--- config.mk ---
export PLATFORM = sky130hd
export DESIGN_NAME = sia_cell
export DESIGN_NICKNAME = d
export VERILOG_FILES = /design/src/sv/sia_pkg.sv /design/src/sv/sia_cell.sv
export SDC_FILE = /design/constraint.sdc
export NUM_CORES = 1
export LEC_CHECK = 0
export BUFFER_PORTS_ARGS = -buffer_cell sky130_fd_sc_hd__buf_4
export CAP_MARGIN = 30
export CORE_AREA = 2 2 120 122
export DETAILED_ROUTE_END_ITERATION = 6
export DIE_AREA = 0 0 122 124
export GPL_TIMING_DRIVEN = 0
export MAX_ROUTING_LAYER = met4
export REMOVE_ABC_BUFFERS = 1
export SKIP_CTS_REPAIR_TIMING = 1
export SLEW_MARGIN = 20
export SYNTH_ARGS = -nofsm -noshare
export SYNTH_HDL_FRONTEND = slang
export SYNTH_SLANG_ARGS = --single-unit
--- constraint.sdc ---
create_clock -name clk -period 8.2 [get_ports clk]
set_input_delay 1.64 -clock clk [delete_from_list [all_inputs] [get_ports clk]]
set_output_delay 1.64 -clock clk [all_outputs]
set_load 0.1 [all_outputs]
--- src/sv/sia_pkg.sv ---
package sia_pkg;

    localparam int DEPTH_DEF       = 256;
    localparam int VALUE_WIDTH_DEF = 32;

    localparam int OPCODE_W = 2;
    localparam int ITEM_W   = 32;
    localparam int POS_W    = 8;
    localparam int COUNT_W  = 9;
    localparam int STATUS_W = 2;

    localparam logic [OPCODE_W-1:0] OP_INSERT = 2'd0;
    localparam logic [OPCODE_W-1:0] OP_LOOKUP = 2'd1;
    localparam logic [OPCODE_W-1:0] OP_REMOVE = 2'd2;

    localparam logic [STATUS_W-1:0] ST_OK        = 2'd0;
    localparam logic [STATUS_W-1:0] ST_FULL      = 2'd1;
    localparam logic [STATUS_W-1:0] ST_BAD_INDEX = 2'd2;

    localparam logic [COUNT_W-1:0] CAP_RESET = 9'd256;

    typedef struct packed {
        logic [OPCODE_W-1:0] opcode;
        logic [ITEM_W-1:0]   item_value;
        logic [POS_W-1:0]    position;
    } cmd_t;

    typedef struct packed {
        logic [ITEM_W-1:0]   read_value;
        logic [COUNT_W-1:0]  entry_count;
        logic [STATUS_W-1:0] status;
    } rsp_t;

    // strobes and shared operands broadcast to every cell
    typedef struct packed {
        logic               ins;
        logic               rem;
        logic               rd_load;
        logic               rd_shift;
        logic [POS_W-1:0]   pos;
        logic [COUNT_W-1:0] count;
    } cell_ctl_t;

    typedef enum logic {
        S_IDLE,
        S_SHIFT
    } state_t;

endpackage

--- src/sv/sia_cell.sv ---
module sia_cell #(
    parameter int VALUE_WIDTH = sia_pkg::VALUE_WIDTH_DEF,
    parameter int INDEX       = 0
) (
    input  logic                   clk,
    input  sia_pkg::cell_ctl_t     ctl,
    input  logic [VALUE_WIDTH-1:0] value,
    input  logic [VALUE_WIDTH-1:0] prev_entry,
    input  logic                   prev_lt,
    input  logic [VALUE_WIDTH-1:0] next_entry,
    input  logic [VALUE_WIDTH-1:0] next_rd,
    output logic [VALUE_WIDTH-1:0] entry,
    output logic                   lt,
    output logic [VALUE_WIDTH-1:0] rd
);

    logic [VALUE_WIDTH-1:0] entry_reg;
    logic [VALUE_WIDTH-1:0] entry_next;
    logic [VALUE_WIDTH-1:0] rd_reg;
    logic [VALUE_WIDTH-1:0] rd_next;
    logic                   occupied;

    assign occupied = 32'(ctl.count) > INDEX;
    assign lt       = occupied && (entry_reg < value);

    always_comb
    begin
        entry_next = entry_reg;
        if (ctl.ins && !lt)
        begin
            // first cell not below the new value takes it, the rest move up
            entry_next = prev_lt ? value : prev_entry;
        end
        else if (ctl.rem && (32'(ctl.pos) <= INDEX))
        begin
            entry_next = next_entry;
        end
    end

    always_comb
    begin
        rd_next = rd_reg;
        if (ctl.rd_load)
        begin
            rd_next = entry_reg;
        end
        else if (ctl.rd_shift)
        begin
            rd_next = next_rd;
        end
    end

    always_ff @(posedge clk)
    begin
        entry_reg <= entry_next;
        rd_reg    <= rd_next;
    end

    assign entry = entry_reg;
    assign rd    = rd_reg;

endmodule

==> reports/qor.txt <==
MaxCap Viol Count: 0
Place WS: 3.02 ns
FP Rows: 43
cells after synthesis: 293
routed length per instance: 16.2 microns
post-placement cell area: 5920 sq um
Port-buffer cells: 215
Core Footprint: 13700 sq um
worst skew pair latency: 0.34 ns
CTS tree: yes
vias in the first global route: 3202
Finished Cell Area: 6280 sq um
Hold WS: 0.612 ns
Synth Register Bits: 64
antenna violations before repair: 0
CP Launch Type: primary input
worst r2r src: entry[14]
Via density: 4.54
worst setup margin: 3.12 ns
IO Pins: 216
Post-synth EDFFs: 64
mean post-synth cell area: 13.9 sq um
Comb pwr share: 33.2%
fin util: 45.8%
CTS clock-pin slew for the worst setup and hold paths: 0.06 ns
Setup Viol. Count Final: 0
Synth Area in Compound Gates: 4.86%
post-route ant nets: 0
largest net degree at the start of global routing: 34
CP Data Arrival Time: 3.44 ns
fraction of the mapped netlist area in adder cells: 9.54%
residual DRC count: 0
Total GRT Usage: 15.0%
Clock power frac: 34.7%
Worst Tran Pin Value: 0.534 ns
Distinct cells, synth: 32
global-route wire length before repair: 16300 microns
ys async rst share: 0%
cell internal pwr: 844 uW
Detailed Routing Iterations Pass 1: 4
Hold EP: rd[0]
# clock sinks: 64
status: complete, no violations
Die Y-Extent: 124 microns
setup slack, reg-to-reg: 4.90 ns
clock buffer count from CTS: 9
final wirelength: 11300 microns
top achievable clock speed: 0.197 GHz
Tightest Hold Check Type: register to register
main combinational cell family by area after synthesis: multiplexers
Post-Synth Simple-Gate Area: 4.43%
Seq pwr share: 32.1%
clk_skew: 0.00867 ns
H-Tree Depth: 3
sequential area share after synthesis: 47.3%
layout cell share with drive strength beyond 1: 65.0%
Switching Share: 34.0%
Peak VDD IR: 93.1 uV
RSZ-0062 raised after global routing: no
fin. max-slew vios: 0
Net Switching: 434 uW
grt total ovfl: 0
CP Class: primary input to output port
hold_sp: entry[0]
clk buf depth: 2
Yosys Warn Count: 0
crit share post-route: 62.0%
Critical Path RT: 6.56 ns
CTS root buf: clkbuf_16
Initial Util: 29.6%
DIE AREA: 15100 sq um
hold path cells: 1
Reg2Reg Depth: 9
setup_tns: 0 ns
minimum clock period: 5.08 ns
Area growth syn-to-layout: 54.5%
Post-synth top flop: edfxtp_1
slew margin rel.: 64.3%
Detailed Route Iter0 Violations: 103
# nets final: 694
vias: 3167
FF-to-FF End: entry[2]
P_leak: 0.00287 uW
chip width: 122 microns
XOR/XNOR share of the synthesized area: 0%
GPL Wtd Cong: 0.727
PwrDens: 204 nW/um^2
Critical Path Sink Type: output port
DP HPWL: 8620 microns
critical path peak fanout: 3
Ant. Diodes: 0
multiplexer share of the synthesized area: 29.3%
synthesized area: 4070 sq um
Final Hold Vio Count: 0
-- cell families (layout without fill, tap and decap cells) --
family          after synthesis  in the layout
mux                          96             96
flops                        64             64
compound gates               27             27
buf+inv                      44            268
fa+ha+maj                    31             31
simple gates                 31             31
-- synthesized netlist by cell type (2+ instances only) --
library cell | instances | share of area, %
o21ai_0 | 5 | 0.62
mux2_4 | 29 | 11
ha_1 | 31 | 9.5
nand4_1 | 5 | 0.77
nand2b_1 | 2 | 0.31
nor2_1 | 3 | 0.28
buf_6 | 3 | 0.83
edfxtp_1 | 64 | 47
a21oi_1 | 9 | 1.1
and4_1 | 3 | 0.65
a21o_1 | 3 | 0.55
nor3_1 | 3 | 0.37
clkbuf_1 | 8 | 0.74
nand2_1 | 4 | 0.37
inv_1 | 33 | 3.0
mux2_2 | 67 | 19
nor4_1 | 3 | 0.46
nand3_1 | 4 | 0.49
-- cells in the final DEF (no fill, tap or decap), types with 2 or more instances in the layout --
cell,Yosys,layout
nor3_1,3,3
inv_1,33,33
nand2b_1,2,2
edfxtp_1,64,64
and4_1,3,3
bufinv_16,0,3
nand2_1,4,4
buf_16,0,3
mux2_4,29,29
clkbuf_16,0,9
ha_1,31,31
nand4_1,5,5
buf_4,0,215
clkinv_2,0,2
nand3_1,4,4
o21ai_0,5,5
mux2_2,67,67
nor4_1,3,3
a21o_1,3,3
a21oi_1,9,9
nor2_1,3,3
-- critical path, cell delays in order --
cell      delay [ns]
buf_4           0.08
inv_1           0.04
ha_1            0.29
and4_1          0.26
nand3_1         0.12
o311ai_1        0.36
a21oi_2         0.13
nand2b_1        0.16
nor2b_1         0.13
buf_4           0.23
-- worst max-delay path by stage --
stage	startpoint	endpoint	slack, ns	cells after the start
5_1_grt	value[14]	lt	2.89	10
4_1_cts	value[14]	lt	3.01	10
6_report	value[14]	lt	3.12	10
2_1_floorplan	value[23]	lt	2.48	7
3_3_place_gp	value[14]	entry[0]	2.19	9
3_5_place_dp	value[14]	lt	3.02	10
-- power groups by stage --
| stage | clock (uW) | sequential, uW | combinational, uW |
|---|---|---|---|
| 2_1_floorplan | 0 | 600 | 108 |
| 3_3_place_gp | 0 | 417 | 416 |
| 3_5_place_dp | 0 | 418 | 426 |
| 4_1_cts | 454 | 411 | 427 |
| 5_1_grt | 467 | 413 | 447 |
| 6_report | 443 | 410 | 425 |
-- area by class of cell --
class | instances | area (sq um)
Clock buffer | 10 | 229
Clock inverter | 6 | 108
Fill cell | 1255 | 7440
Inverter | 33 | 124
Multi-Input combinational cell | 185 | 1960
Sequential cell | 64 | 1920
Tap cell | 180 | 225
Timing Repair Buffer | 219 | 1720
-- routing by layer --
layer / vias to the layer above / GRT usage, % / share of wire, %
li1: 1544 / - / -
met1: 1467 / 18.1 / 43
met2: 144 / 23.9 / 48
met3: 12 / 3.75 / 7.7
met4: 0 / 6.25 / 1.9
met5: - / - / 0
-- through the flow --
step	cells	power, uW
after floorplan	282	708
after global placement	677	833
after detailed placement	680	844
after CTS	696	1290
after global routing	697	1330
final	697	1280
Power figures use the tool's default switching activity.
